==> config.mk <==
export PLATFORM = sky130hd
export DESIGN_NAME = path_threat_scorer
export DESIGN_NICKNAME = d
export VERILOG_FILES = /design/src/rtl/pts_pkg.sv /design/src/rtl/pts_cell.sv /design/src/rtl/pts_matcher.sv /design/src/rtl/path_threat_scorer.sv
export SDC_FILE = /design/constraint.sdc
export NUM_CORES = 1
export LEC_CHECK = 0
export BUFFER_PORTS_ARGS = -buffer_cell sky130_fd_sc_hd__buf_2
export CORE_ASPECT_RATIO = 0.75
export CORE_MARGIN = 4
export CORE_UTILIZATION = 40
export CTS_BUF_LIST = sky130_fd_sc_hd__clkbuf_16
export DETAILED_ROUTE_END_ITERATION = 8
export GPL_TIMING_DRIVEN = 0
export SLEW_MARGIN = 20
export SYNTH_ARGS = -nofsm -noshare
export SYNTH_HDL_FRONTEND = slang
export SYNTH_HIERARCHICAL = 1
export SYNTH_SLANG_ARGS = --single-unit
==> constraint.sdc <==
create_clock -name clock -period 6.4 [get_ports clock]
set_clock_uncertainty 0.2 [all_clocks]
set_input_delay 0.96 -clock clock [delete_from_list [all_inputs] [get_ports clock]]
set_output_delay 0.96 -clock clock [all_outputs]
set_load 0.02 [all_outputs]
==> src/rtl/pts_pkg.sv <==
`timescale 1ns / 1ps
// ----------------------------------------------------------------------------
// Path threat scorer package
// Shared widths, pattern tables, register indexes and types.
// ----------------------------------------------------------------------------
package pts_pkg;

   localparam int MAX_PATH  = 256;
   localparam int CNT_W     = $clog2(MAX_PATH);
   localparam int WIN_LEN   = 12;
   localparam int PAT_NUM   = 11;
   localparam int WEIGHT_W  = 7;
   localparam int SCORE_W   = 9;
   localparam int CSR_IDX_W = 8;

   typedef logic [7:0] char_type;
   // Element 0 holds the newest byte, element WIN_LEN-1 the oldest.
   typedef char_type [WIN_LEN-1:0] win_type;

   typedef enum logic [1:0] {
      GRP_SENS,
      GRP_SCRIPT,
      GRP_TEMP
   } grp_type;

   typedef enum logic [CSR_IDX_W-1:0] {
      REG_SENSITIVE_WEIGHT = 8'd0,
      REG_ROOT_WEIGHT      = 8'd1,
      REG_SCRIPT_WEIGHT    = 8'd2,
      REG_TEMP_DIR_WEIGHT  = 8'd3
   } reg_idx_type;

   localparam logic [WEIGHT_W-1:0] SENSITIVE_WEIGHT_RST = 7'd50;
   localparam logic [WEIGHT_W-1:0] ROOT_WEIGHT_RST      = 7'd30;
   localparam logic [WEIGHT_W-1:0] SCRIPT_WEIGHT_RST    = 7'd20;
   localparam logic [WEIGHT_W-1:0] TEMP_DIR_WEIGHT_RST  = 7'd15;

   typedef struct packed {
      logic sens;
      logic script;
      logic temp;
   } hits_type;

   // Pattern text is right-aligned: the last character sits in element 0.
   localparam win_type PAT_TEXT [PAT_NUM] = '{
      96'("/etc/passwd"),
      96'("/etc/shadow"),
      96'("/etc/sudoers"),
      96'("/root/"),
      96'("/proc/"),
      96'("/sys/"),
      96'(".sh"),
      96'(".py"),
      96'(".pl"),
      96'("/tmp/"),
      96'("/var/tmp/")
   };

   localparam logic [3:0] PAT_LEN [PAT_NUM] = '{
      4'd11, 4'd11, 4'd12, 4'd6, 4'd6, 4'd5, 4'd3, 4'd3, 4'd3, 4'd5, 4'd9
   };

   localparam grp_type PAT_GROUP [PAT_NUM] = '{
      GRP_SENS, GRP_SENS, GRP_SENS, GRP_SENS, GRP_SENS, GRP_SENS,
      GRP_SCRIPT, GRP_SCRIPT, GRP_SCRIPT,
      GRP_TEMP, GRP_TEMP
   };

endpackage

==> src/rtl/pts_cell.sv <==
`timescale 1ns / 1ps
// ----------------------------------------------------------------------------
// Path threat scorer window cell
// Holds one byte of the window and takes its neighbour's byte on a shift.
// ----------------------------------------------------------------------------
module pts_cell (
   input  logic              clock,
   input  logic              reset,
   input  logic              shift,
   input  logic              clear,
   input  pts_pkg::char_type d_in,
   output pts_pkg::char_type q
);

   pts_pkg::char_type data_ff;

   always_ff @(posedge clock) begin
      if (reset || clear) begin
         data_ff <= '0;
      end else if (shift) begin
         data_ff <= d_in;
      end
   end

   assign q = data_ff;

endmodule

==> src/rtl/pts_matcher.sv <==
`timescale 1ns / 1ps
// ----------------------------------------------------------------------------
// Path threat scorer pattern matcher
// Compares the tail of a window against every pattern in parallel.
// ----------------------------------------------------------------------------
module pts_matcher (
   input  pts_pkg::win_type  win,
   output pts_pkg::hits_type hits
);

   always_comb begin
      logic match;
      hits = '0;
      for (int p = 0; p < pts_pkg::PAT_NUM; p++) begin
         match = 1'b1;
         for (int i = 0; i < pts_pkg::WIN_LEN; i++) begin
            if (i < int'(pts_pkg::PAT_LEN[p])) begin
               if (win[i] != pts_pkg::PAT_TEXT[p][i]) begin
                  match = 1'b0;
               end
            end
         end
         if (match) begin
            case (pts_pkg::PAT_GROUP[p])
               pts_pkg::GRP_SENS:   hits.sens   = 1'b1;
               pts_pkg::GRP_SCRIPT: hits.script = 1'b1;
               pts_pkg::GRP_TEMP:   hits.temp   = 1'b1;
               default:             ;
            endcase
         end
      end
   end

endmodule

==> src/rtl/path_threat_scorer.sv <==
`timescale 1ns / 1ps
// ----------------------------------------------------------------------------
// Path threat scorer
// Streams a file path one byte per item and scores it for threat patterns.
// ----------------------------------------------------------------------------
//
//   Channel  Direction  Handshake              Payload
//   req      in         req_valid / req_ready  req_path_byte, req_caller_uid
//   rsp      out        rsp_valid / rsp_ready  rsp_threat_score, rsp_*_hit
//   csr      in         csr_valid / csr_ready  csr_index, csr_wdata
//
// One item is taken in every cycle while req_ready is high. The new byte and
// the eleven bytes held in the chain of window cells are compared against all
// patterns in the same cycle, so the match logic in front of the cells sets
// that figure. The result for a terminator item is in the output register in
// the cycle after it is taken. Input items stall only while a result is held
// and rsp_ready is low. Synchronous reset restores the default weights and
// clears the window, the sticky flags, the byte count and the result valid flag.
//
module path_threat_scorer (
   input  logic                                  clock,
   input  logic                                  reset,
   input  logic                                  req_valid,
   output logic                                  req_ready,
   input  logic [7:0]                            req_path_byte,
   input  logic [31:0]                           req_caller_uid,
   output logic                                  rsp_valid,
   input  logic                                  rsp_ready,
   output logic [pts_pkg::SCORE_W-1:0]           rsp_threat_score,
   output logic                                  rsp_sensitive_hit,
   output logic                                  rsp_script_hit,
   output logic                                  rsp_temp_dir_hit,
   input  logic                                  csr_valid,
   output logic                                  csr_ready,
   input  logic [pts_pkg::CSR_IDX_W-1:0]         csr_index,
   input  logic [pts_pkg::WEIGHT_W-1:0]          csr_wdata
);

   // Weight registers.
   logic [pts_pkg::WEIGHT_W-1:0] sens_w_ff, root_w_ff, script_w_ff, temp_w_ff;

   // Path state.
   logic [pts_pkg::CNT_W-1:0] count_ff, count_in;
   pts_pkg::hits_type         seen_ff, seen_in;
   pts_pkg::hits_type         hits;
   pts_pkg::win_type          win_q, win_next;

   // Output register.
   logic                          rsp_valid_ff, rsp_valid_in;
   logic [pts_pkg::SCORE_W-1:0]   score_ff, score_in;
   pts_pkg::hits_type             rsp_hits_ff;

   logic accept, is_term, take, finish;

   // The configuration port never stalls; writes must come only while idle, which the block does not enforce.
   assign csr_ready = 1'b1;

   always_ff @(posedge clock) begin
      if (reset) begin
         sens_w_ff   <= pts_pkg::SENSITIVE_WEIGHT_RST;
         root_w_ff   <= pts_pkg::ROOT_WEIGHT_RST;
         script_w_ff <= pts_pkg::SCRIPT_WEIGHT_RST;
         temp_w_ff   <= pts_pkg::TEMP_DIR_WEIGHT_RST;
      end else if (csr_valid) begin
         case (csr_index)
            pts_pkg::REG_SENSITIVE_WEIGHT: sens_w_ff   <= csr_wdata;
            pts_pkg::REG_ROOT_WEIGHT:      root_w_ff   <= csr_wdata;
            pts_pkg::REG_SCRIPT_WEIGHT:    script_w_ff <= csr_wdata;
            pts_pkg::REG_TEMP_DIR_WEIGHT:  temp_w_ff   <= csr_wdata;
            default:                       ;
         endcase
      end
   end

   // An item may enter whenever the output register is free or being drained.
   assign req_ready = !rsp_valid_ff || rsp_ready;
   assign accept    = req_valid && req_ready;
   assign is_term   = (req_path_byte == 8'd0);
   // Bytes past the path length limit are dropped until the terminator.
   assign take      = accept && !is_term &&
                      (count_ff < pts_pkg::CNT_W'(pts_pkg::MAX_PATH - 1));
   assign finish    = accept && is_term;

   // The window as it stands after the new byte has shifted in. Cell 0 takes
   // the incoming byte and each later cell takes the byte of the one before.
   always_comb begin
      win_next[0] = req_path_byte;
      for (int i = 1; i < pts_pkg::WIN_LEN; i++) begin
         win_next[i] = win_q[i-1];
      end
   end

   for (genvar g = 0; g < pts_pkg::WIN_LEN; g++) begin : g_cell
      pts_cell u_cell (
         .clock (clock),
         .reset (reset),
         .shift (take),
         .clear (finish),
         .d_in  (win_next[g]),
         .q     (win_q[g])
      );
   end

   // Patterns are checked against the window with the new byte included. The
   // window starts each path cleared to zero, and no pattern holds a zero
   // byte, so a match can never reach before the start of the path.
   pts_matcher u_matcher (
      .win  (win_next),
      .hits (hits)
   );

   always_comb begin
      seen_in  = seen_ff;
      count_in = count_ff;
      if (finish) begin
         seen_in  = '0;
         count_in = '0;
      end else if (take) begin
         seen_in  = seen_ff | hits;
         count_in = count_ff + 1'b1;
      end
   end

   always_ff @(posedge clock) begin
      if (reset) begin
         seen_ff  <= '0;
         count_ff <= '0;
      end else begin
         seen_ff  <= seen_in;
         count_ff <= count_in;
      end
   end

   // Score of the path that the terminator closes.
   always_comb begin
      score_in = '0;
      if (seen_ff.sens) begin
         score_in = score_in + pts_pkg::SCORE_W'(sens_w_ff);
      end
      if (req_caller_uid == 32'd0) begin
         score_in = score_in + pts_pkg::SCORE_W'(root_w_ff);
      end
      if (seen_ff.script) begin
         score_in = score_in + pts_pkg::SCORE_W'(script_w_ff);
      end
      if (seen_ff.temp) begin
         score_in = score_in + pts_pkg::SCORE_W'(temp_w_ff);
      end
   end

   always_comb begin
      rsp_valid_in = rsp_valid_ff;
      if (finish) begin
         rsp_valid_in = 1'b1;
      end else if (rsp_ready) begin
         rsp_valid_in = 1'b0;
      end
   end

   always_ff @(posedge clock) begin
      if (reset) begin
         rsp_valid_ff <= 1'b0;
      end else begin
         rsp_valid_ff <= rsp_valid_in;
      end
   end

   always_ff @(posedge clock) begin
      if (finish) begin
         score_ff    <= score_in;
         rsp_hits_ff <= seen_ff;
      end
   end

   assign rsp_valid         = rsp_valid_ff;
   assign rsp_threat_score  = score_ff;
   assign rsp_sensitive_hit = rsp_hits_ff.sens;
   assign rsp_script_hit    = rsp_hits_ff.script;
   assign rsp_temp_dir_hit  = rsp_hits_ff.temp;

endmodule

==> flow_metrics.env <==
export IMPL_cp_end_kind="register"
export IMPL_cts_tree="done"
export IMPL_syn_nets=826
export IMPL_start_kind="register"
export IMPL_h_tree_depth=4
export IMPL_p_leak_nw=3.61
export IMPL_fin_tns_setup_ns=0
export IMPL_ys_ff_latch=140
export IMPL_slew_headroom_pct=29.3
export IMPL_p_per_area_mw_per_mm2=235
export IMPL_final_nets=918
export IMPL_via_count=5787
export IMPL_synth_edf_count=12
export IMPL_routedWlPerCell_um=16.8
export IMPL_path_clk_slew_ns=0.06
export IMPL_syn_area_mm2=0.00719
export IMPL_setup_viol_count_final=0
export IMPL_die_area_mm2=0.0202
export IMPL_insertion_delay_ns=0.42
export IMPL_synth_ff_type="dfxtp_1"
export IMPL_grt_antenna_before_repair=0
export IMPL_fmax_mhz=180
export IMPL_design_portCount=75
export IMPL_wl_um=18300
export IMPL_place_congestion=0.871
export IMPL_final_core_util_pct=47.8
export IMPL_antenna_cells=0
export IMPL_arrival_ns=5.52
export IMPL_cpPeakStageDelay_ns=0.49
export IMPL_grt_max_degree=24
export IMPL_ys_types=71
export IMPL_fillers=1680
export IMPL_critPathMaxFanout=10
export IMPL_dieWidth_um=163
export IMPL_via_per_inst=5.31
export IMPL_antenna_left=0
export IMPL_design_core_area_mm2=0.0177
export IMPL_max_cap_violations=0
export IMPL_worstSetupPathType="reg -> reg"
export IMPL_cts_buffer_depth=2
export IMPL_yosys_warnings=6
export IMPL_yosysSeqAreaShare_pct=40.7
export IMPL_rsz0062_at_grt="false"
export IMPL_grt_pass1_vias=5502
export IMPL_cts_root_buffer="clkbuf_16"
export IMPL_netlist_instances=742
export IMPL_grt_pass1_wl_um=29200
export IMPL_core_rowCount=42
export IMPL_cts_resized=0
export IMPL_post_route_cells_drive_above_1_share_pct=17.5
export IMPL_cts_hold_buffers=0
export IMPL_drc=0
export IMPL_fin_crit_sh_pct=86.8
export IMPL_avgSynthCellArea_um2=9.69
export IMPL_cp_cell_sequence="clkbuf_1 > nand2_1 > inv_1 > ha_1 > a21o_1 > maj3_1 > xnor2_1 > nor2_1 > xnor2_1 > ha_1 > o21a_1 > o31a_1 > o21ai_0 > nand2b_1 > xnor2_1 > a21oi_1 > ha_1 > or3_1 > o2111a_1 > a21boi_0 > a31oi_1"
export IMPL_dr_pass1_iters=5
export IMPL_status="complete, no violations"
export IMPL_regArea_mm2=0.00292
export IMPL_ir_drop_v=0.000133
export IMPL_post_dp_cell_area_mm2=0.00786
export IMPL_cp_slowest_cell="dfxtp_1"
export IMPL_grt_busiest_layer="met1"
export IMPL_holdCritPathClass="reg -> reg"
export IMPL_initial_core_util_pct=40.7
export IMPL_numCtsBuffers=17
export IMPL_use_met1_pct=28.8
export IMPL_cts_setup_buffers=0
export IMPL_worst_pin_slew_ns=1.06
export IMPL_hold_viol_final=0
export IMPL_grt_overflow_total=0
export IMPL_multi_input_area_mm2=0.00391
export IMPL_grtUsageMet2_pct=25.4
export IMPL_ff2ff_setup_slack_ns=0.85
export IMPL_synthArstFlopShare_pct=0
export IMPL_met3_usage_pct=4.13
export IMPL_min_period_ns=5.55
export IMPL_cts_sinks=140
export IMPL_hpwl_um=13400
export IMPL_syn2layout_area_growth_pct=17.4
export IMPL_final_max_slew_viol_count=0
export IMPL_die_h_um=124
export IMPL_fin_area_mm2=0.00844
export IMPL_worst_ep_required_time_ns=6.36
export IMPL_track_usage_pct=18.5
export IMPL_drt_iter0_drc=484
export IMPL_io_buffers=73
synthesized netlist by cell type, drive strengths merged (5+ instances only):
library cell / number / area share, %
nor2: 145 / 7.6
or2: 13 / 1.1
o21ai: 17 / 1.2
a211oi: 6 / 0.63
or4b: 5 / 0.75
nand4b: 5 / 0.61
o21a: 8 / 0.84
and4b: 5 / 0.73
edfxtp: 12 / 5.0
nand2: 15 / 0.78
and3: 6 / 0.54
nor2b: 11 / 0.96
mux2: 8 / 1.4
buf: 26 / 3.4
clkbuf: 13 / 0.68
a21oi: 12 / 0.84
nand3: 9 / 0.63
nor3: 7 / 0.49
nor4: 17 / 2.0
dfxtp: 128 / 36
nand3b: 5 / 0.52
inv: 16 / 0.84
nor4bb: 5 / 0.70
a211o: 13 / 1.6
a21o: 7 / 0.73
and2: 8 / 0.73
nand4: 21 / 1.8
ha: 21 / 3.7
xnor2: 9 / 1.1
mux2i: 103 / 14
nor4b: 7 / 0.85
xor2: 10 / 1.2
kinds of logic after synthesis:
kind of cell             share of synthesized area [%]
AO/OA/AOI/OAI                                     9.30
XOR/XNOR                                          2.32
adder cells (fa/ha/maj)                           4.77
buffers and inverters                             4.87
flip-flops                                        40.7
multiplexers                                      15.7
other                                           0.0522
AND/OR/NAND/NOR                                   22.3
critical path, delay by kind of cell (launching register included):
kind,cells,cell delay [ns]
buffers and inverters,2,0.51
xor gates and xnor gates,3,0.66
DFF,1,0.49
AOI/OAI and AO/OA,8,1.41
adders and majority gates,4,1.29
and+or+nand+nor,4,0.75
metrics by stage:
step | hold slack [ns] | power [mW] | worst slack, ns | cells
after floorplan | 0.231 | 0.982 | 1.62 | 742
after global placement | 0.235 | 1.02 | 0.854 | 1057
after detailed placement | 0.242 | 1.02 | 0.838 | 1057
after CTS | 0.264 | 2.00 | 0.914 | 1089
after global routing | 0.287 | 2.06 | 0.502 | 1089
final | 0.265 | 1.98 | 0.846 | 1089
path summary, 6_finish.rpt:
path | start | to | depth (start not counted)
worst min-delay path | seen_ff[1] | rsp_script_hit | 0
worst min register to register | seen_ff[1] | rsp_script_hit | 0
worst max register to register | seen_ff[2] | rsp_threat_score[8] | 21
worst max-delay path | seen_ff[2] | rsp_threat_score[8] | 21
metal layers:
layer	routed length, µm	vias to the layer above
met4	175	0
met5	0	-
met3	943	13
met2	7340	136
met1	9830	2774
li1	-	2864
state kept, by name, summed over array words and instances (netlist names):
signal,count
g_cell.u_cell/q,88
script_w_ff,7
count_ff,8
temp_w_ff,7
root_w_ff,7
rsp_temp_dir_hit,1
sens_w_ff,7
rsp_sensitive_hit,1
rsp_valid,1
rsp_threat_score,9
seen_ff,3
rsp_script_hit,1
where the power goes:
part / leakage, nW / internal (mW) / switching (mW)
Sequential: 1.14 / 0.890 / 0.0113
Combinational: 2.20 / 0.0492 / 0.0553
Clock: 0.278 / 0.603 / 0.376
cell type report:
class,count,area share [%]
clock buffers,17,5.04
clock inverters,15,1.84
plain buffers,39,3.46
flip-flops and latches,140,34.6
repair buffers,73,4.33
inverters,16,0.712
multi-input cells,547,46.4
well taps,242,3.59
placed cells by master, fill, tap and decap left out, drive strengths merged, types with 5 or more instances in the layout:
cell type | netlist | layout
nor2b | 11 | 11
and4b | 5 | 5
nand4 | 21 | 21
nor4 | 17 | 17
nor3 | 7 | 7
mux2 | 8 | 8
nor4b | 7 | 7
buf | 26 | 99
nand3b | 5 | 5
edfxtp | 12 | 12
nand3 | 9 | 9
a21oi | 12 | 12
dfxtp | 128 | 128
or2 | 13 | 13
nand4b | 5 | 5
xor2 | 10 | 10
mux2i | 103 | 103
and3 | 6 | 6
a211o | 13 | 13
a21o | 7 | 7
ha | 21 | 21
clkbuf | 13 | 30
or4b | 5 | 5
o21ai | 17 | 17
xnor2 | 9 | 9
a211oi | 6 | 6
o21a | 8 | 8
nor4bb | 5 | 5
nand2 | 15 | 15
clkinv | 0 | 10
and2 | 8 | 8
nor2 | 145 | 145
inv | 16 | 16
(Power assumes the default switching activity.)
